==> config.mk <==
export PLATFORM = sky130hd
export DESIGN_NAME = one_wire_temperature_poller_top
export DESIGN_NICKNAME = d
export VERILOG_FILES = /design/src/rtl/owtp_pkg.sv /design/src/rtl/one_wire_temperature_poller_top.sv
export SDC_FILE = /design/constraint.sdc
export NUM_CORES = 1
export LEC_CHECK = 0
export BUFFER_PORTS_ARGS = -buffer_cell sky130_fd_sc_hd__buf_2
export CORE_MARGIN = 4
export CORE_UTILIZATION = 25
export DETAILED_ROUTE_END_ITERATION = 10
export PLACE_DENSITY = 0.48
export SYNTH_ARGS = -nofsm -noshare
export SYNTH_HDL_FRONTEND = slang
export SYNTH_SLANG_ARGS = --single-unit
==> constraint.sdc <==
create_clock -name clk -period 8 [get_ports clk]
set_input_delay 0.4 -clock clk [delete_from_list [all_inputs] [get_ports clk]]
set_output_delay 0.4 -clock clk [all_outputs]
set_load 0.01 [all_outputs]
==> src/rtl/owtp_pkg.sv <==
// Shared types, codes and slot timing tables for the 1-Wire temperature poller.
// No dependencies.
package owtp_pkg;

    localparam int MAX_SENSORS = 3;

    localparam logic [7:0] CMD_MATCH_ROM  = 8'h55;
    localparam logic [7:0] CMD_READ_PAD   = 8'hBE;
    localparam logic [7:0] CMD_SKIP_ROM   = 8'hCC;
    localparam logic [7:0] CMD_CONVERT    = 8'h44;
    localparam logic [7:0] PAD_RESERVED_5 = 8'hFF;
    localparam logic [7:0] PAD_RESERVED_7 = 8'h10;
    localparam logic [7:0] PAD_MSB_LIMIT  = 8'h07;
    localparam int         PAD_BYTES      = 9;

    typedef enum logic [1:0] {
        ACT_NONE    = 2'd0,
        ACT_LOW     = 2'd1,
        ACT_RELEASE = 2'd2,
        ACT_SAMPLE  = 2'd3
    } bus_act_t;

    typedef enum logic [2:0] {
        TBL_NONE   = 3'd0,
        TBL_RESET  = 3'd1,
        TBL_READ   = 3'd2,
        TBL_WRITE0 = 3'd3,
        TBL_WRITE1 = 3'd4
    } slot_tbl_t;

    typedef enum logic [1:0] {
        MODE_RESET = 2'd0,
        MODE_READ  = 2'd1,
        MODE_WRITE = 2'd2
    } byte_mode_t;

    typedef enum logic [3:0] {
        PH_BUS_RESET  = 4'd0,
        PH_MATCH_ROM  = 4'd1,
        PH_ROM_BYTES  = 4'd2,
        PH_READ_CMD   = 4'd3,
        PH_READ_START = 4'd4,
        PH_READ_BYTES = 4'd5,
        PH_SKIP_ROM   = 4'd7,
        PH_CONVERT    = 4'd8,
        PH_LONG_WAIT  = 4'd9
    } phase_t;

    typedef enum logic [1:0] {
        REG_SENSOR_COUNT = 2'd0,
        REG_ROM_FIRST    = 2'd1,
        REG_ROM_SECOND   = 2'd2,
        REG_ROM_THIRD    = 2'd3
    } reg_idx_t;

    typedef struct packed {
        bus_act_t    act;
        logic [11:0] dly;
    } slot_entry_t;

    function automatic slot_entry_t mk_entry(bus_act_t act, logic [11:0] dly);
        slot_entry_t e;
        e.act = act;
        e.dly = dly;
        return e;
    endfunction

    // Slot timing tables; an entry with zero delay ends the slot.
    function automatic slot_entry_t slot_lookup(slot_tbl_t tbl, logic [2:0] idx);
        slot_entry_t e;
        e = mk_entry(ACT_NONE, 12'd0);
        case (tbl)
            TBL_RESET:
            begin
                case (idx)
                    3'd0:    e = mk_entry(ACT_NONE, 12'd1);
                    3'd1:    e = mk_entry(ACT_LOW, 12'd480);
                    3'd2:    e = mk_entry(ACT_RELEASE, 12'd70);
                    3'd3:    e = mk_entry(ACT_SAMPLE, 12'd410);
                    default: e = mk_entry(ACT_NONE, 12'd0);
                endcase
            end
            TBL_READ:
            begin
                case (idx)
                    3'd0:    e = mk_entry(ACT_LOW, 12'd6);
                    3'd1:    e = mk_entry(ACT_RELEASE, 12'd7);
                    3'd2:    e = mk_entry(ACT_SAMPLE, 12'd55);
                    default: e = mk_entry(ACT_NONE, 12'd0);
                endcase
            end
            TBL_WRITE0:
            begin
                case (idx)
                    3'd0:    e = mk_entry(ACT_LOW, 12'd60);
                    3'd1:    e = mk_entry(ACT_RELEASE, 12'd10);
                    3'd2:    e = mk_entry(ACT_SAMPLE, 12'd0);
                    default: e = mk_entry(ACT_NONE, 12'd0);
                endcase
            end
            TBL_WRITE1:
            begin
                case (idx)
                    3'd0:    e = mk_entry(ACT_LOW, 12'd6);
                    3'd1:    e = mk_entry(ACT_RELEASE, 12'd64);
                    3'd2:    e = mk_entry(ACT_SAMPLE, 12'd0);
                    default: e = mk_entry(ACT_NONE, 12'd0);
                endcase
            end
            default: e = mk_entry(ACT_NONE, 12'd0);
        endcase
        return e;
    endfunction

endpackage

==> src/rtl/one_wire_temperature_poller_top.sv <==
// 1-Wire temperature poller: slot sequencer, byte layer and phase machine.
// Depends on owtp_pkg (rtl/owtp_pkg.sv).
//
// An accepted timer event has its result in the output register in the next cycle.
// Throughput: one event per clock; the next event is taken while a result waits,
// as long as the output register is free or is being emptied in the same cycle.
// Reset (rst_n low, asynchronous): bus sequencer restarts at a bus reset slot, phase 0,
// sensor count and ROM codes clear, output register empties. No clearing pass.
module one_wire_temperature_poller_top (
    input  logic        clk,
    input  logic        rst_n,
    // timer event requests
    input  logic        in_valid,
    output logic        in_ready,
    input  logic        line_level,
    // result requests
    output logic        out_valid,
    input  logic        out_ready,
    output logic [1:0]  bus_action,
    output logic [11:0] delay_us,
    output logic        temp_valid,
    output logic [1:0]  temp_sensor,
    output logic [15:0] temp_value,
    // configuration port
    input  logic        psel,
    input  logic        penable,
    input  logic        pwrite,
    input  logic [4:0]  paddr,
    input  logic [63:0] pwdata,
    output logic [63:0] prdata,
    output logic        pready
);
    import owtp_pkg::*;

    // Configuration registers
    logic [1:0]  sensor_count_reg;
    logic [63:0] rom_first_reg;
    logic [63:0] rom_second_reg;
    logic [63:0] rom_third_reg;

    // Sequencer state
    slot_tbl_t   slot_table_reg,    slot_table_next;
    logic [2:0]  slot_index_reg,    slot_index_next;
    logic        last_sample_reg,   last_sample_next;
    logic [3:0]  bit_counter_reg,   bit_counter_next;
    logic [7:0]  shift_byte_reg,    shift_byte_next;
    byte_mode_t  byte_mode_reg,     byte_mode_next;
    logic [1:0]  sensor_index_reg,  sensor_index_next;
    logic [3:0]  rom_byte_idx_reg,  rom_byte_idx_next;
    logic [3:0]  scratch_index_reg, scratch_index_next;
    phase_t      phase_reg,         phase_next;

    // Only the scratchpad bytes that feed the check and the result are kept
    logic [7:0]  pad_b0_reg, pad_b0_next;
    logic [7:0]  pad_b1_reg, pad_b1_next;
    logic [7:0]  pad_b5_reg, pad_b5_next;
    logic [7:0]  pad_b7_reg, pad_b7_next;

    // Output register
    logic        out_valid_reg;
    bus_act_t    act_reg,      act_next;
    logic [11:0] dly_reg,      dly_next;
    logic        tvalid_reg,   tvalid_next;
    logic [1:0]  tsensor_reg,  tsensor_next;
    logic [15:0] tvalue_reg,   tvalue_next;

    logic        in_accept;
    logic        cfg_write;
    slot_entry_t entry;
    logic [1:0]  limit;
    logic [63:0] rom_sel;
    logic [1:0]  sensor_mod;

    assign in_ready  = !out_valid_reg || out_ready;
    assign in_accept = in_valid && in_ready;
    assign pready    = 1'b1;
    assign cfg_write = psel && penable && pwrite;

    // Clamp sensor count to the number of ROM slots
    assign limit = (32'(sensor_count_reg) > MAX_SENSORS) ? 2'(MAX_SENSORS) : sensor_count_reg;

    // Sensor index modulo three; index three only arises after the last sensor
    assign sensor_mod = (sensor_index_reg == 2'd3) ? 2'd0 : sensor_index_reg;

    always_comb
    begin
        case (sensor_mod)
            2'd1:    rom_sel = rom_second_reg;
            2'd2:    rom_sel = rom_third_reg;
            default: rom_sel = rom_first_reg;
        endcase
    end

    // Register readback
    always_comb
    begin
        case (reg_idx_t'(paddr[4:3]))
            REG_SENSOR_COUNT: prdata = {62'd0, sensor_count_reg};
            REG_ROM_FIRST:    prdata = rom_first_reg;
            REG_ROM_SECOND:   prdata = rom_second_reg;
            REG_ROM_THIRD:    prdata = rom_third_reg;
            default:          prdata = 64'd0;
        endcase
    end

    always_ff @(posedge clk or negedge rst_n)
    begin
        if (!rst_n)
        begin
            sensor_count_reg <= 2'd0;
            rom_first_reg    <= 64'd0;
            rom_second_reg   <= 64'd0;
            rom_third_reg    <= 64'd0;
        end
        else if (cfg_write)
        begin
            case (reg_idx_t'(paddr[4:3]))
                REG_SENSOR_COUNT: sensor_count_reg <= pwdata[1:0];
                REG_ROM_FIRST:    rom_first_reg    <= pwdata;
                REG_ROM_SECOND:   rom_second_reg   <= pwdata;
                REG_ROM_THIRD:    rom_third_reg    <= pwdata;
                default:          ;
            endcase
        end
    end

    // One event: apply the current slot entry, step the byte layer, then the
    // phase machine when the byte layer has run dry.
    always_comb
    begin
        entry = slot_lookup(slot_table_reg, slot_index_reg);

        slot_table_next    = slot_table_reg;
        last_sample_next   = last_sample_reg;
        bit_counter_next   = bit_counter_reg;
        shift_byte_next    = shift_byte_reg;
        byte_mode_next     = byte_mode_reg;
        sensor_index_next  = sensor_index_reg;
        rom_byte_idx_next  = rom_byte_idx_reg;
        scratch_index_next = scratch_index_reg;
        phase_next         = phase_reg;
        pad_b0_next        = pad_b0_reg;
        pad_b1_next        = pad_b1_reg;
        pad_b5_next        = pad_b5_reg;
        pad_b7_next        = pad_b7_reg;

        act_next     = entry.act;
        dly_next     = entry.dly;
        tvalid_next  = 1'b0;
        tsensor_next = 2'd0;
        tvalue_next  = 16'd0;

        slot_index_next = slot_index_reg + 3'd1;
        if (entry.act == ACT_SAMPLE)
        begin
            last_sample_next = line_level;
        end

        // End of slot: hand over to the byte layer
        if (entry.dly == 12'd0)
        begin
            dly_next        = 12'd1;
            slot_index_next = 3'd0;
            case (byte_mode_reg)
                MODE_READ:
                begin
                    bit_counter_next = bit_counter_reg + 4'd1;
                    if (last_sample_next)
                    begin
                        shift_byte_next = shift_byte_reg | 8'h80;
                    end
                    if (bit_counter_next > 4'd7)
                    begin
                        slot_table_next = TBL_NONE;
                    end
                    else
                    begin
                        shift_byte_next = shift_byte_next >> 1;
                    end
                end
                MODE_WRITE:
                begin
                    slot_table_next  = shift_byte_reg[0] ? TBL_WRITE1 : TBL_WRITE0;
                    shift_byte_next  = shift_byte_reg >> 1;
                    bit_counter_next = bit_counter_reg + 4'd1;
                    if (bit_counter_next > 4'd8)
                    begin
                        slot_table_next = TBL_NONE;
                    end
                end
                default: slot_table_next = TBL_NONE;
            endcase
        end

        // Byte layer idle: advance the transaction
        if (slot_table_next == TBL_NONE)
        begin
            bit_counter_next = 4'd0;
            dly_next         = 12'd1;
            case (phase_reg)
                PH_BUS_RESET:
                begin
                    byte_mode_next  = MODE_RESET;
                    slot_table_next = TBL_RESET;
                    if (sensor_index_reg >= limit)
                    begin
                        sensor_index_next = 2'd0;
                        phase_next        = PH_SKIP_ROM;
                    end
                    else
                    begin
                        phase_next = PH_MATCH_ROM;
                    end
                end
                PH_MATCH_ROM:
                begin
                    // No presence pulse: drop the sensor round and wait long
                    if (last_sample_next)
                    begin
                        phase_next = PH_BUS_RESET;
                        dly_next   = 12'd0;
                    end
                    else
                    begin
                        byte_mode_next  = MODE_WRITE;
                        shift_byte_next = CMD_MATCH_ROM;
                        phase_next      = PH_ROM_BYTES;
                    end
                end
                PH_ROM_BYTES:
                begin
                    byte_mode_next    = MODE_WRITE;
                    shift_byte_next   = rom_sel[{rom_byte_idx_reg[2:0], 3'd0} +: 8];
                    rom_byte_idx_next = rom_byte_idx_reg + 4'd1;
                    if (rom_byte_idx_next > 4'd7)
                    begin
                        rom_byte_idx_next = 4'd0;
                        phase_next        = PH_READ_CMD;
                    end
                end
                PH_READ_CMD:
                begin
                    byte_mode_next  = MODE_WRITE;
                    shift_byte_next = CMD_READ_PAD;
                    phase_next      = PH_READ_START;
                end
                PH_READ_START:
                begin
                    slot_table_next = TBL_READ;
                    byte_mode_next  = MODE_READ;
                    shift_byte_next = 8'd0;
                    phase_next      = PH_READ_BYTES;
                end
                PH_READ_BYTES:
                begin
                    case (scratch_index_reg)
                        4'd0:    pad_b0_next = shift_byte_next;
                        4'd1:    pad_b1_next = shift_byte_next;
                        4'd5:    pad_b5_next = shift_byte_next;
                        4'd7:    pad_b7_next = shift_byte_next;
                        default: ;
                    endcase
                    scratch_index_next = scratch_index_reg + 4'd1;
                    if (32'(scratch_index_next) < PAD_BYTES)
                    begin
                        slot_table_next = TBL_READ;
                        byte_mode_next  = MODE_READ;
                        shift_byte_next = 8'd0;
                    end
                    else
                    begin
                        // Last byte read: check reserved bytes and the MSB range
                        if (pad_b5_reg == PAD_RESERVED_5 && pad_b7_reg == PAD_RESERVED_7 &&
                            pad_b1_reg < PAD_MSB_LIMIT)
                        begin
                            tvalid_next  = 1'b1;
                            tsensor_next = sensor_mod;
                            tvalue_next  = {pad_b1_reg, pad_b0_reg};
                        end
                        scratch_index_next = 4'd0;
                        sensor_index_next  = sensor_index_reg + 2'd1;
                        phase_next         = PH_BUS_RESET;
                    end
                end
                PH_SKIP_ROM:
                begin
                    byte_mode_next  = MODE_WRITE;
                    shift_byte_next = CMD_SKIP_ROM;
                    phase_next      = PH_CONVERT;
                end
                PH_CONVERT:
                begin
                    byte_mode_next  = MODE_WRITE;
                    shift_byte_next = CMD_CONVERT;
                    phase_next      = PH_LONG_WAIT;
                end
                PH_LONG_WAIT:
                begin
                    byte_mode_next = MODE_RESET;
                    dly_next       = 12'd0;
                    phase_next     = PH_BUS_RESET;
                end
                default: ;
            endcase
        end
    end

    // Sequencer state advances on each accepted event
    always_ff @(posedge clk or negedge rst_n)
    begin
        if (!rst_n)
        begin
            slot_table_reg    <= TBL_RESET;
            slot_index_reg    <= 3'd0;
            last_sample_reg   <= 1'b0;
            bit_counter_reg   <= 4'd0;
            shift_byte_reg    <= 8'd0;
            byte_mode_reg     <= MODE_RESET;
            sensor_index_reg  <= 2'd0;
            rom_byte_idx_reg  <= 4'd0;
            scratch_index_reg <= 4'd0;
            phase_reg         <= PH_BUS_RESET;
        end
        else if (in_accept)
        begin
            slot_table_reg    <= slot_table_next;
            slot_index_reg    <= slot_index_next;
            last_sample_reg   <= last_sample_next;
            bit_counter_reg   <= bit_counter_next;
            shift_byte_reg    <= shift_byte_next;
            byte_mode_reg     <= byte_mode_next;
            sensor_index_reg  <= sensor_index_next;
            rom_byte_idx_reg  <= rom_byte_idx_next;
            scratch_index_reg <= scratch_index_next;
            phase_reg         <= phase_next;
        end
    end

    // Scratchpad bytes and result payload: no reset needed
    always_ff @(posedge clk)
    begin
        if (in_accept)
        begin
            pad_b0_reg  <= pad_b0_next;
            pad_b1_reg  <= pad_b1_next;
            pad_b5_reg  <= pad_b5_next;
            pad_b7_reg  <= pad_b7_next;
            act_reg     <= act_next;
            dly_reg     <= dly_next;
            tvalid_reg  <= tvalid_next;
            tsensor_reg <= tsensor_next;
            tvalue_reg  <= tvalue_next;
        end
    end

    // Hold the result until it is taken; refill in the same cycle
    always_ff @(posedge clk or negedge rst_n)
    begin
        if (!rst_n)
        begin
            out_valid_reg <= 1'b0;
        end
        else if (in_accept)
        begin
            out_valid_reg <= 1'b1;
        end
        else if (out_ready)
        begin
            out_valid_reg <= 1'b0;
        end
    end

    assign out_valid   = out_valid_reg;
    assign bus_action  = act_reg;
    assign delay_us    = dly_reg;
    assign temp_valid  = tvalid_reg;
    assign temp_sensor = tsensor_reg;
    assign temp_value  = tvalue_reg;

endmodule

# Word level (Yosys, flattened, before mapping)
# Index checks and enable logic that the tools add are counted.
[word_totals]
regBits = 295
in_bits = 77
wordCells = 160
[classes]
addsub = 5
order_cmp = 6
eq_ne = 34
shifts = 1
mux = 49
bitwise = 3
reduce_logical = 38
[ops]
columns = ["operator", "count"]
rows = [
  ["$pmux W64 S4", 1],
  ["$pmux W64 S2", 1],
  ["$pmux W14 S3", 3],
  ["$pmux W14 S4", 2],
  ["$shiftx A64 B7 Y8", 1],
  ["$pmux W8 S7", 1],
  ["$mux W8", 6],
  ["$pmux W4 S9", 1],
  ["$mux W4", 7],
  ["$mux W12", 2],
  ["$mux W3", 8],
  ["$eq A4 B3 Y1 const B", 5],
  ["$pmux W8 S2", 1],
  ["$reduce_and A4 Y1", 4],
  ["$reduce_and A5 Y1", 3],
  ["$add A4 B1 Y4 const B", 3],
  ["$eq A2 B2 Y1 const B", 6],
  ["$eq A3 B2 Y1 const B", 4],
  ["$logic_not A12 Y1", 1],
  ["$mux W2", 6],
  ["$ne A2 B2 Y1 const B", 5],
  ["$pmux W2 S5", 1],
  ["$pmux W3 S3", 1],
  ["$reduce_and A3 Y1", 3],
  ["other kinds (33)", 60],
]

# Longest topological paths before layout
# Gate-level depths: netlist (run 1).
[logic_depth]
depth_word = 12
depth_mapped = 12

# Worst setup path after synthesis (run 1)
# Ideal clock, no wire load.
[synth_path]
kind = "register to register"
from = "reg slot_index_reg[1]"
to = "reg pad_b7_reg[0] (enable)"
setup_ps = 383
arrival_time_ps = 2854
required_time_ps = 7617
path_slack_ps = 4762
stages_incl_launch_ff = 12
period_less_slack_ps = 3238
path_cell_list = "dfrtp_1 > inv_1 > ha_1 > buf_6 > o21ai_2 > nor3_1 > or3_1 > clkbuf_2 > nor3_1 > buf_2 > nand3_1 > nor3_1"
[synth_between]
elab_chain_cells = 7
word_cells_on_any_way = 13
classes_between = "3 x eq/ne; 6 x mux; 4 x reduce/logical"
[synth_rtl]
columns = ["element", "line_no", "source"]
rows = [
  ["start: declaration", "one_wire_temperature_poller_top.sv:43", "logic [2:0] slot_index_reg, slot_index_next;"],
  ["start signal: assignment", "one_wire_temperature_poller_top.sv:327", "slot_index_reg <= slot_index_next;"],
  ["$eq A3 B2 Y1, or another cell as far along", "owtp_pkg.sv:75", "case (idx)"],
  ["$pmux W14 S4, or another cell as far along", "owtp_pkg.sv:75", ""],
  ["$pmux W14 S4 *", "owtp_pkg.sv:72", "case (tbl)"],
  ["$logic_not A12 Y1 *", "one_wire_temperature_poller_top.sv:160", "if (entry.dly == 12'd0)"],
  ["$mux W3 *", "one_wire_temperature_poller_top.sv:160", ""],
  ["$logic_not A3 Y1 *", "one_wire_temperature_poller_top.sv:196", "if (slot_table_next == TBL_NONE)"],
  ["$reduce_and A4 Y1 (no line) *", "n/a", ""],
  ["end signal: assignment", "one_wire_temperature_poller_top.sv:347", "pad_b7_reg <= pad_b7_next;"],
  ["end: declaration", "one_wire_temperature_poller_top.sv:57", "logic [7:0] pad_b7_reg, pad_b7_next;"],
]
# Mark *: on every way between the ends. The rest lies on a longest branch, timed or not.
# A chain may end at the register's enable or synchronous reset.

# Worst setup path in the final report (run 1)
[layout_path]
from = "reg slot_index_reg[1]"
to = "reg pad_b7_reg[4] (enable)"
# Same word-level chain as after synthesis.

==> results of run 1 <==
power by group:
group	switching [mW]	leakage [nW]	internal, mW
Sequential	0.290	3.42	1.85
Combinational	1.18	3.60	0.841
Clock	0.680	0.587	1.00
cell usage after synthesis (3+ instances only):
master    number  area, sq um
a31oi_1        4         25.0
a21o_1         3         22.5
o221ai_1       4         35.0
nand4_1        4         25.0
a22oi_1       29          218
nand3_1       13         65.1
mux2i_1       21          210
o31ai_1        6         45.0
o21a_1         4         30.0
clkbuf_1      70          263
o21ai_0       51          255
a211o_1        6         52.6
nor3_1        23          115
inv_1         31          116
o21bai_1       3         22.5
nor4_1         3         18.8
a21oi_1       39          195
dfrtp_1      229         5730
and2_1        17          106
edfxtp_1      61         1830
nor2_1        47          176
and3_1         4         25.0
a22o_1        81          709
mux2_2       254         2860
nand2_1       64          240
buf_4          6         45.0
a221oi_1      30          263
nand2b_1      13         81.3
mux4_2        12          270
buf_2          9         45.0
a211oi_1       4         30.0
a221o_1        6         60.1
ha_1          19          238
buf_1         12         45.0
nand3b_1       3         22.5
nor2b_1        9         56.3
or3_1          3         18.8
routing by layer:
metal  global-route usage  up-vias  routed length [um]  part of all wire
met4               0.0405       16                1020             0.021
met3               0.0328       83                3050             0.064
li1                     -     4963                   -                 -
met2                0.232      287               22000              0.46
met1                0.199     5576               21200              0.45
met5                    0        -                 100            0.0021
cell families (layout without fill, tap and decap cells):
| group | Yosys count | count (layout) | share of synthesized area |
|---|---|---|---|
| other | 2 | 12 | 0.000500 |
| and+or+nand+nor | 218 | 218 | 0.0722 |
| muxes | 287 | 287 | 0.222 |
| AOI/OAI and AO/OA | 294 | 294 | 0.146 |
| buffers and inverters | 131 | 286 | 0.0360 |
| xor gates and xnor gates | 4 | 4 | 0.00233 |
| DFF | 291 | 291 | 0.505 |
| adders and majority gates | 19 | 19 | 0.0158 |
worst max-delay path by stage:
stage,startpoint,to,slack [ns],depth (start not counted)
after floorplan,slot_index_reg[1]$_DFFE_PN0P_,pad_b7_reg[0]$_DFFE_PP_,4.76,11
after global placement,slot_index_reg[1]$_DFFE_PN0P_,pad_b7_reg[6]$_DFFE_PP_,3.80,9
after detailed placement,slot_index_reg[1]$_DFFE_PN0P_,pad_b7_reg[0]$_DFFE_PP_,3.68,9
after CTS,slot_index_reg[1]$_DFFE_PN0P_,pad_b7_reg[0]$_DFFE_PP_,3.66,9
after global routing,slot_index_reg[1]$_DFFE_PN0P_,pad_b7_reg[2]$_DFFE_PP_,3.37,9
final,slot_index_reg[1]$_DFFE_PN0P_,pad_b7_reg[4]$_DFFE_PP_,3.68,9
per-stage QoR:
step	setup WS [ns]	power, mW	utilization	hold slack (ns)
3_3_place_gp	3.80	4.16	0.280	0.467
6_report	3.68	5.85	0.301	0.0563
2_1_floorplan	4.76	3.48	-	0.104
3_5_place_dp	3.68	4.19	0.280	0.483
4_1_cts	3.66	5.92	0.301	0.0198
5_1_grt	3.37	6.21	0.301	0.0428
area by class of cell:
cell class	instances	share of cell area
multi-input cells	831	0.389
well taps	773	0.0542
diodes	3	0.000421
clock inverters	14	0.00848
inverters	31	0.00652
flip-flops and latches	291	0.425
repair buffers	188	0.0562
clock buffers	53	0.0599
worst max-delay path, delay by kind of cell, from the launching register on:
kind | cells | cell delay, ns
AND/OR/NAND/NOR | 4 | 2.44
AO/OA/AOI/OAI | 2 | 0.32
adder cells (fa/ha/maj) | 1 | 0.28
buffers and inverters | 2 | 0.39
flip-flops | 1 | 0.48
==> impl_results.rst, run 1 <==
.. list-table::
   :header-rows: 1

   * - Metric
     - Value
   * - Unrepaired setup endpoints after global routing
     - no
   * - Clock edge transition at the registers on the reported setup and hold paths
     - 0.06 ns
   * - Drt drc
     - 0
   * - Leakage power total
     - 7.60 nW
   * - Remaining max-slew budget at the tightest pin
     - 0.200
   * - Ratio of total power to cell area
     - 328 nW/um^2
   * - Portion of the post-synthesis area used by sequential elements
     - 0.505
   * - Arrival time worst endpoint
     - 4.48 ns
   * - Final GP Congestion
     - 0.788
   * - Total Wirelength
     - 47,400 um
   * - Hold-critical path depth
     - 2
   * - Quantity of gates resized following cts
     - 0
   * - Die Footprint
     - 64,100 sq um
   * - Layout Nets
     - 1,477
   * - Shortest clock period the worst path allows after layout
     - 4.32 ns
   * - Final setup skew
     - 0.0253 ns
   * - TritonCTS clock tree
     - done
   * - First-pass GRT wire length
     - 71,700 um
   * - Setup Buffers After CTS
     - 0
   * - Detail Placement HPWL
     - 30,500 um
   * - Share of post-route cells with drive strength above 1
     - 0.375
   * - Total clock buffers created by CTS
     - 38
   * - Initial Util
     - 0.254
   * - Transition time at the pin with the least slew margin
     - 1.19 ns
   * - Number of synthesized register bits
     - 291
   * - Number of global-route vias before repair
     - 11,300
   * - Antenna violations before repair
     - 13
   * - GR Util All Layers
     - 0.145
   * - Startpoint-to-endpoint class of the critical path
     - register to register
   * - Critical Path Start Type
     - register
   * - Top-level I/O count
     - 177
   * - Most frequent cell on the critical path
     - nor3_1
   * - # hold bufs at CTS
     - 1
   * - Endpoint class of the critical path
     - register
   * - Worst setup slack for register-to-register paths
     - 3.68 ns
   * - Critical path, cell by cell
     - inv_1 -> ha_1 -> or4_1 -> a21oi_1 -> o2bb2ai_1 -> nor3_1 -> buf_4 -> nand3_1 -> nor3_1
   * - Worst VDD drop
     - 0.000161 V
   * - Post-route standard cell area excluding fillers
     - 17,900 sq um
   * - Root buffer cell
     - clkbuf_16
   * - Number of failing hold endpoints at the final stage
     - 0
   * - Worst-skew pair later-pin latency
     - 0.56 ns
   * - Top flip-flop cell by instance count after synthesis
     - dfrtp_1
   * - Reg2Reg Launch Point
     - slot_index_reg[1]$_DFFE_PN0P_
   * - Hold path startpoint
     - in_valid
   * - Final sum of negative setup slack
     - 0 ns
   * - Quantity of I/O buffers inserted on ports
     - 169
   * - Number of flops mapped to enable cells by yosys
     - 61
   * - Number of placed cells counting well taps
     - 2,113
   * - Synth cell types
     - 73
   * - Number of nets with antenna violations after routing
     - 0
   * - Worst Hold Path EP
     - out_valid$_DFFE_PN0P_
   * - Number of vias after detailed routing
     - 10,900
   * - Maximum root-to-sink buffer count
     - 3
   * - DR pass1 iterations
     - 5
   * - Highest-count cells in the layout ignoring fill and taps
     - mux2_2 (254), dfrtp_1 (228), buf_2 (167)
   * - Synth warnings
     - 0
   * - Die boundary height
     - 253 um
   * - Final count of pins violating max slew
     - 0
   * - Combined area of the multi-input logic cells
     - 6950 sq um
   * - WP data required
     - 8.15 ns
   * - Type of the tightest min-delay check
     - primary input to register
   * - Layout fillers
     - 6,077
   * - Post-Synthesis Cells
     - 1,246
   * - Core ar.
     - 59,200 sq um
   * - Area added between synthesis and finish
     - 18.8%
   * - Slowest cell on crit path
     - nor3_1
   * - Status
     - finished, final reports clean
   * - R2r worst-path depth
     - 9
   * - Cell Rows
     - 89
   * - CTS H-tree depth
     - 2
   * - Slowest Stage Delay on Critical Path
     - 0.96 ns
   * - Die width
     - 253 um
   * - Largest net degree at the start of global routing
     - 99
   * - Cell area after placement
     - 16,600 sq um
   * - Count of endpoints failing setup in the final report
     - 0
   * - Initial DRC Count
     - 596
   * - Critical register-to-register path endpoint
     - pad_b7_reg[4]$_DFFE_PP_
   * - Residual overflow from global routing
     - 0
   * - Post-Synthesis Cell Area
     - 15,000 sq um
   * - Count of placed standard cells in the final layout, fillers left out
     - 2,184
   * - Fraction of registers with async set or reset after synthesis
     - 0.790
   * - Number of sinks handled by clock tree synthesis
     - 291
   * - Routed WL per cell
     - 21.7 um
   * - Vias per cell
     - 5.00
   * - Leading cell type in the layout, fill and taps excluded
     - mux2_2
   * - Number of maximum-capacitance violations
     - 0
   * - Highest clock frequency the design can meet
     - 0.231 GHz
   * - Crit share post-route
     - 0.540
   * - Sequential standard cell area
     - 7590 sq um
   * - Highest net fanout along the worst path
     - 10
   * - Syn_area_per_cell
     - 12.1 sq um
(Power assumes the default switching activity.)
==> inputs of run 2 (changes only) <==
==> constraint.sdc (replaced) <==
create_clock -name clk -period 4.3 [get_ports clk]
set_input_delay 0.215 -clock clk [delete_from_list [all_inputs] [get_ports clk]]
set_output_delay 0.215 -clock clk [all_outputs]
set_load 0.01 [all_outputs]
==> impl_results.rst, run 2 (synthesis gave the netlist of run 1 again) <==
.. list-table::
   :header-rows: 1

   * - Metric
     - Value
   * - Quantity of I/O buffers inserted on ports
     - 169 (unchanged)
   * - GR Util All Layers
     - 0.144 (was 0.145)
   * - Part of the power in registers
     - 0.363 (was 0.366)
   * - Initial Util
     - 0.254 (unchanged)
   * - Setup Buffers After CTS
     - 0 (unchanged)
   * - Maximum root-to-sink buffer count
     - 3 (unchanged)
   * - First-pass GRT wire length
     - 72,000 um (was 71,700 um)
   * - Detail Placement HPWL
     - 31,000 um (was 30,500 um)
   * - Routed WL per cell
     - 20.7 um (was 21.7 um)
   * - Number of vias after detailed routing
     - 11,100 (was 10,900)
   * - Total Wirelength
     - 46,700 um (was 47,400 um)
   * - Logic pwr share
     - 0.350 (was 0.346)
   * - Die width
     - 253 um (unchanged)
   * - Die boundary height
     - 253 um (unchanged)
   * - Vias per cell
     - 4.93 (was 5.00)
   * - Crit share post-route
     - 0.799 (was 0.540)
   * - Transition time at the pin with the least slew margin
     - 1.11 ns (was 1.19 ns)
   * - Remaining max-slew budget at the tightest pin
     - 0.263 (was 0.200)
   * - Clock edge transition at the registers on the reported setup and hold paths
     - 0.06 ns (about the same)
   * - Number of sinks handled by clock tree synthesis
     - 291 (unchanged)
   * - Worst-skew pair later-pin latency
     - 0.54 ns (was 0.56 ns)
   * - Post-route setup slack
     - 0.866 ns (was 3.68 ns)
   * - Root buffer cell
     - clkbuf_16 (unchanged)
   * - Startpoint-to-endpoint class of the critical path
     - register to register (unchanged)
   * - Total clock buffers created by CTS
     - 38 (unchanged)
   * - Leading cell type in the layout, fill and taps excluded
     - mux2_2 (unchanged)
   * - Final count of pins violating max slew
     - 0 (unchanged)
   * - Ratio of total power to cell area
     - 587 nW/um^2 (was 328 nW/um^2)
   * - Shortest clock period the worst path allows after layout
     - 3.43 ns (was 4.32 ns)
   * - Initial DRC Count
     - 647 (was 596)
   * - Cell Rows
     - 89 (unchanged)
   * - Highest net fanout along the worst path
     - 10 (unchanged)
   * - Count of endpoints failing setup in the final report
     - 0 (unchanged)
   * - Clock network power share
     - 0.287 (was 0.288)
   * - Final GP Congestion
     - 0.797 (was 0.788)
   * - Number of nets with antenna violations after routing
     - 0 (unchanged)
   * - Final setup skew
     - 0.0167 ns (was 0.0253 ns)
   * - Drt drc
     - 0 (unchanged)
   * - Area added between synthesis and finish
     - 23.7% (was 18.8%)
   * - Number of global-route vias before repair
     - 11,400 (was 11,300)
   * - WP data required
     - 4.49 ns (was 8.15 ns)
   * - Largest net degree at the start of global routing
     - 119 (was 99)
   * - DR pass1 iterations
     - 5 (unchanged)
   * - Die Footprint
     - 64,100 sq um (unchanged)
   * - Net switching power
     - 3.94 mW (was 2.15 mW)
   * - Worst VDD drop
     - 0.000357 V (was 0.000161 V)
   * - Core ar.
     - 59,200 sq um (unchanged)
   * - Unrepaired setup endpoints after global routing
     - no (unchanged)
   * - Arrival time worst endpoint
     - 3.62 ns (was 4.48 ns)
   * - Endpoint class of the critical path
     - register (unchanged)
   * - Residual overflow from global routing
     - 0 (unchanged)
   * - TritonCTS clock tree
     - done (unchanged)
   * - Layout Nets
     - 1,549 (was 1,477)
   * - Layout fillers
     - 6,073 (was 6,077)
   * - Status
     - finished, final reports clean (unchanged)
   * - Critical Path Start Type
     - register (unchanged)
   * - Share of post-route cells with drive strength above 1
     - 0.359 (was 0.375)
   * - Type of the tightest min-delay check
     - primary input to register (unchanged)
   * - Leakage power total
     - 7.94 nW (was 7.60 nW)
   * - Final sum of negative setup slack
     - 0 ns (unchanged)
   * - Sw Share
     - 0.361 (was 0.368)
   * - Top-level I/O count
     - 177 (unchanged)
   * - Internal power
     - 6.98 mW (was 3.69 mW)
   * - Antenna violations before repair
     - 2 (was 13)
   * - Highest-count cells in the layout ignoring fill and taps
     - mux2_2 (254), dfrtp_1 (228), buf_2 (167) (unchanged)
   * - Number of maximum-capacitance violations
     - 0 (unchanged)
   * - Highest clock frequency the design can meet
     - 0.291 GHz (was 0.231 GHz)
   * - Worst setup slack before clock tree synthesis
     - 0.918 ns (was 3.68 ns)
   * - CTS H-tree depth
     - 2 (unchanged)
   * - Number of failing hold endpoints at the final stage
     - 0 (unchanged)
## run 2: layout make-up
| type | instances | area (sq um) | area share |
|---|---|---|---|
| Sequential cell | 291 | 7590 | 0.408 |
| Multi-Input combinational cell | 831 | 6950 | 0.374 |
| Timing Repair Buffer | 260 | 1760 | 0.0946 |
| Clock buffer | 55 | 1070 | 0.0573 |
| Tap cell | 773 | 967 | 0.0520 |
| Clock inverter | 11 | 146 | 0.00787 |
| Inverter | 31 | 116 | 0.00626 |
| Antenna cell | 1 | 2.50 | 0.000135 |
## run 2: critical path, cell delays in order, from the launching register on
cell and delay [ns]:
dfrtp_1 0.50, inv_1 0.13, ha_1 0.29, or4_1 0.54, a21oi_1 0.16, o2bb2ai_1 0.18, nor3_1 0.27, nand3_1 0.33
nor3_1 0.27, and2_1 0.41
## run 2: final timing paths
check                                                    from                              to  slack, ns  cells past startpoint
worst max-delay path            slot_index_reg[1]$_DFFE_PN0P_         pad_b0_reg[6]$_DFFE_PP_       0.87                      9
worst min-delay path                                  penable            limit[1]$_DFFE_PN0P_       0.19                      5
worst max register to register  slot_index_reg[1]$_DFFE_PN0P_         pad_b0_reg[6]$_DFFE_PP_       0.87                      9
worst min register to register    last_sample_reg$_DFFE_PN0P_     last_sample_reg$_DFFE_PN0P_       0.50                      2
max in group asynchronous                               rst_n   rom_third_reg[58]$_DFFE_PN0P_       2.86                      3
min in group asynchronous                               rst_n  rom_second_reg[49]$_DFFE_PN0P_       0.37                      2
## run 2: stage by stage
| stage | hold slack [ns] | power (mW) | util | instances | instance area [sq um] |
|---|---|---|---|---|---|
| 2_1_floorplan | -0.0806 | 6.47 | - | 1253 | 15100 |
| 3_3_place_gp | 0.400 | 7.74 | 0.282 | 2119 | 16700 |
| 3_5_place_dp | 0.405 | 7.79 | 0.282 | 2119 | 16700 |
| 4_1_cts | 0.161 | 11.0 | 0.314 | 2252 | 18600 |
| 5_1_grt | 0.217 | 11.6 | 0.314 | 2253 | 18600 |
| 6_report | 0.190 | 10.9 | 0.314 | 2253 | 18600 |
## run 2: layer usage
| metal | wire [um] | global-route usage | share of wire |
|---|---|---|---|
| met5 | 13 | 0 | 0.00028 |
| met4 | 641 | 0.0314 | 0.014 |
| met3 | 2450 | 0.0257 | 0.052 |
| met2 | 22300 | 0.236 | 0.48 |
| met1 | 21300 | 0.200 | 0.46 |
## run 2: timing repair
action / CTS / global route
hold buffers: 67 / 0
hold endpoints to repair: 311 / 0
gates resized for setup: 0 / 0
## run 2: power by group through the flow
stage	Combinational (mW)	Sequential, mW	Clock [mW]
2_1_floorplan	2.67	3.80	0
3_3_place_gp	3.77	3.97	0
3_5_place_dp	3.78	4.00	0
4_1_cts	3.86	3.95	3.23
5_1_grt	4.19	4.04	3.36
6_report	3.82	3.96	3.13
==> inputs of run 3 (changes only) <==
--- a/config.mk
+++ b/config.mk
@@ -5,11 +5,12 @@
 export SDC_FILE = /design/constraint.sdc
 export NUM_CORES = 1
 export LEC_CHECK = 0
+export ABC_AREA = 1
 export BUFFER_PORTS_ARGS = -buffer_cell sky130_fd_sc_hd__buf_2
 export CORE_MARGIN = 4
 export CORE_UTILIZATION = 25
 export DETAILED_ROUTE_END_ITERATION = 10
-export PLACE_DENSITY = 0.48
+export PLACE_DENSITY = 0.49
 export SYNTH_ARGS = -nofsm -noshare
 export SYNTH_HDL_FRONTEND = slang
 export SYNTH_SLANG_ARGS = --single-unit
==> constraint.sdc (replaced) <==
create_clock -name clk -period 3.1 [get_ports clk]
set_input_delay 0.155 -clock clk [delete_from_list [all_inputs] [get_ports clk]]
set_output_delay 0.155 -clock clk [all_outputs]
set_load 0.01 [all_outputs]
==> impl_results.rst, run 3 <==
.. list-table::
   :header-rows: 1

   * - Metric
     - Value
   * - Status
     - finished, final reports clean (unchanged)
   * - Number of failing hold endpoints at the final stage
     - 0 (unchanged)
   * - Largest area contributor in the synthesized netlist
     - dfrtp_1 (unchanged)
   * - Most repeated cell in the gate-level netlist after synthesis
     - nand2_1 (was mux2_2)
   * - Number of synthesized register bits
     - 291 (unchanged)
   * - Initial DRC Count
     - 928 (was 647)
   * - Worst-skew pair later-pin latency
     - 0.56 ns (was 0.54 ns)
   * - Worst setup slack before clock tree synthesis
     - 0.155 ns (was 0.918 ns)
   * - Count of placed standard cells in the final layout, fillers left out
     - 2,867 (was 2,253)
   * - TritonCTS clock tree
     - done (unchanged)
   * - Clock edge transition at the registers on the reported setup and hold paths
     - 0.06 ns (about the same)
   * - Drt drc
     - 0 (unchanged)
   * - Endpoint class of the critical path
     - register (unchanged)
   * - Area added between synthesis and finish
     - 25.9% (was 23.7%)
   * - WHS
     - 0.0316 ns (was 0.190 ns)
   * - Layout fillers
     - 6,244 (was 6,073)
   * - Initial Util
     - 0.254 (about the same)
   * - Highest net fanout along the worst path
     - 10 (unchanged)
   * - Synth cell types
     - 45 (was 73)
   * - Post-Synthesis Cell Area
     - 15,100 sq um (was 15,000 sq um)
   * - Number of sinks handled by clock tree synthesis
     - 291 (unchanged)
   * - Total clock buffers created by CTS
     - 38 (unchanged)
   * - Transition time at the pin with the least slew margin
     - 0.851 ns (was 1.11 ns)
   * - Arrival time worst endpoint
     - 3.10 ns (was 3.62 ns)
   * - Leakage power total
     - 8.52 nW (was 7.94 nW)
   * - Type of the tightest min-delay check
     - primary input to register (unchanged)
   * - Die boundary height
     - 254 um (was 253 um)
   * - Quantity of I/O buffers inserted on ports
     - 169 (unchanged)
   * - Worst VDD drop
     - 0.000434 V (was 0.000357 V)
   * - Number of global-route vias before repair
     - 13,400 (was 11,400)
   * - Count of endpoints failing setup in the final report
     - 0 (unchanged)
   * - Post-Synthesis Cells
     - 1,843 (was 1,246)
   * - Sequential standard cell area
     - 7590 sq um (about the same)
   * - Final count of pins violating max slew
     - 0 (unchanged)
   * - Number of placed cells counting well taps
     - 2,733 (was 2,119)
   * - Remaining max-slew budget at the tightest pin
     - 0.433 (was 0.263)
   * - DR pass1 iterations
     - 7 (was 5)
   * - Post-route setup slack
     - 0.248 ns (was 0.866 ns)
   * - Setup Buffers After CTS
     - 0 (unchanged)
   * - Shortest clock period the worst path allows after layout
     - 2.85 ns (was 3.43 ns)
   * - Top-level I/O count
     - 177 (unchanged)
   * - Critical Path Start Type
     - register (unchanged)
   * - Highest clock frequency the design can meet
     - 0.351 GHz (was 0.291 GHz)
   * - Leading cell type in the layout, fill and taps excluded
     - nand2_1 (was mux2_2)
   * - Area contributors post-synth
     - dfrtp_1 (38%), nand2_1 (13%), edfxtp_1 (12%) (was dfrtp_1 (38%), mux2_2 (19%), edfxtp_1 (12%))
   * - Number of flops mapped to enable cells by yosys
     - 61 (unchanged)
   * - WP data required
     - 3.35 ns (was 4.49 ns)
   * - R2r worst-path depth
     - 16 (was 9)
   * - Antenna violations before repair
     - 2 (unchanged)
   * - Detail Placement HPWL
     - 33,200 um (was 31,000 um)
   * - Final sum of negative setup slack
     - 0 ns (unchanged)
   * - Crit share post-route
     - 0.920 (was 0.799)
   * - Worst setup startpoint
     - slot_index_reg[0]$_DFFE_PN0P_ (was slot_index_reg[1]$_DFFE_PN0P_)
   * - Maximum root-to-sink buffer count
     - 3 (unchanged)
   * - Routed WL per cell
     - 17.6 um (was 20.7 um)
   * - Highest-count cells in the layout ignoring fill and taps
     - nand2_1 (501), inv_1 (240), o21ai_0 (232) (was mux2_2 (254), dfrtp_1 (228), buf_2 (167))
   * - Number of maximum-capacitance violations
     - 0 (unchanged)
   * - Cell area after placement
     - 17,000 sq um (was 16,700 sq um)
   * - Worst setup slack for register-to-register paths
     - 0.25 ns (was 0.87 ns)
   * - Portion of the post-synthesis area used by sequential elements
     - 0.503 (was 0.505)
   * - Synth warnings
     - 0 (unchanged)
   * - Post-synth top area share
     - 0.380 (was 0.381)
   * - Ratio of total power to cell area
     - 867 nW/um^2 (was 587 nW/um^2)
   * - Syn_area_per_cell
     - 8.18 sq um (was 12.1 sq um)
   * - Total Wirelength
     - 50,600 um (was 46,700 um)
   * - Share of post-route cells with drive strength above 1
     - 0.172 (was 0.359)
   * - GR Util All Layers
     - 0.156 (was 0.144)
   * - Final setup skew
     - 0.0251 ns (was 0.0167 ns)
   * - Post-route standard cell area excluding fillers
     - 19,000 sq um (was 18,600 sq um)
   * - First-pass GRT wire length
     - 78,500 um (was 72,000 um)
   * - Core ar.
     - 59,400 sq um (was 59,200 sq um)
   * - CTS H-tree depth
     - 2 (unchanged)
   * - Startpoint-to-endpoint class of the critical path
     - register to register (unchanged)
   * - Unrepaired setup endpoints after global routing
     - no (unchanged)
   * - Final GP Congestion
     - 0.840 (was 0.797)
   * - Number of nets with antenna violations after routing
     - 0 (unchanged)
   * - Most used standard cells in the synthesized netlist
     - nand2_1 (503), inv_1 (241), o21ai_0 (233) (was mux2_2 (254), dfrtp_1 (229), a22o_1 (81))
   * - Fraction of registers with async set or reset after synthesis
     - 0.790 (unchanged)
   * - Number of vias after detailed routing
     - 13,600 (was 11,100)
   * - Residual overflow from global routing
     - 0 (unchanged)
   * - Power, Total
     - 16.5 mW (was 10.9 mW)
   * - Crit path to
     - pad_b0_reg[0]$_DFFE_PP_ (was pad_b0_reg[6]$_DFFE_PP_)
   * - Cell Rows
     - 89 (unchanged)
   * - Layout Nets
     - 2,163 (was 1,549)
   * - Top flip-flop cell by instance count after synthesis
     - dfrtp_1 (unchanged)
   * - Combined area of the multi-input logic cells
     - 6200 sq um (was 6950 sq um)
   * - Critical register-to-register path endpoint
     - pad_b0_reg[0]$_DFFE_PP_ (was pad_b0_reg[6]$_DFFE_PP_)
   * - Die width
     - 254 um (was 253 um)
   * - Reg2Reg Launch Point
     - slot_index_reg[0]$_DFFE_PN0P_ (was slot_index_reg[1]$_DFFE_PN0P_)
   * - Die Footprint
     - 64,300 sq um (was 64,100 sq um)
   * - Largest net degree at the start of global routing
     - 101 (was 119)
   * - Vias per cell
     - 4.73 (was 4.93)
   * - Root buffer cell
     - clkbuf_16 (unchanged)
   * - Post-layout util
     - 0.320 (was 0.314)
## run 3: cell count changes in the layout (fill, tap and decap cells not counted), sizes merged, moves of 21 or more
cell	change
nor2	+35
nand2	+447
mux2i	-21
a22o	-81
o221ai	+62
o21ai	+188
inv	+214
mux2	-211
a22oi	-29
nand3	+99
a221oi	-30
buf	+23
## run 3: cells by family (layout without fill, tap and decap cells)
| family | Yosys count | in the layout | synth area share |
|---|---|---|---|
| AOI/OAI and AO/OA | 397 | 397 | 0.154 |
| xor gates and xnor gates | 3 | 3 | 0.00174 |
| adders and majority gates | 19 | 19 | 0.0158 |
| buffers and inverters | 356 | 599 | 0.0907 |
| DFF | 291 | 291 | 0.503 |
| muxes | 43 | 43 | 0.0321 |
| other | 2 | 10 | 0.000498 |
| and+or+nand+nor | 732 | 732 | 0.202 |
## run 3: routing by layer
layer,GRT usage,vias up,share of wire
met2,0.249,442,0.46
met5,0,-,0
met1,0.215,6498,0.45
met3,0.0327,84,0.063
li1,-,6540,-
met4,0.0467,0,0.027
## run 3: where the power goes
group | switching [mW] | internal [mW] | leakage (nW)
Combinational | 4.36 | 2.14 | 4.55
Clock | 1.77 | 2.68 | 0.623
Sequential | 0.560 | 4.96 | 3.35
## run 3: critical path: stages, from the launching register on
cell     delay [ns]
dfrtp_1        0.37
inv_1          0.10
ha_1           0.24
o21ai_0        0.25
a21oi_2        0.11
nor2_2         0.15
nand3_2        0.18
o21ai_0        0.20
nand2_1        0.09
inv_2          0.17
nand2_4        0.09
nor2_8         0.11
nand2_4        0.08
inv_2          0.07
nand2_1        0.04
nor2_1         0.10
buf_4          0.19
## run 3: how the worst min path moves through the flow
stage                   from                              to  slack (ns)  cells past startpoint
floorplan              rst_n  bit_counter_reg[0]$_DFFE_PN0P_       -0.14                      0
global placement       rst_n  rom_second_reg[36]$_DFFE_PN0P_        0.28                      1
detailed placement     rst_n   rom_third_reg[36]$_DFFE_PN0P_        0.29                      1
CTS                 in_valid           out_valid$_DFFE_PN0P_        0.02                      3
global route        in_valid           out_valid$_DFFE_PN0P_        0.02                      3
finish              in_valid           out_valid$_DFFE_PN0P_        0.03                      3
## run 3: layout make-up
class                           count  share of cell area
Antenna cell                        1            0.000132
Clock buffer                       50              0.0562
Clock inverter                     16             0.00982
Inverter                          250              0.0496
Multi-Input combinational cell   1203               0.326
Sequential cell                   291               0.400
Tap cell                          773              0.0510
Timing Repair Buffer              283               0.107
## run 3: timing repair
item / in CTS / in global routing
hold endpoints to repair: 287 / 0
setup endpoints to repair: 0 / 30
gates resized for setup: 0 / 5
hold buffers: 67 / 0
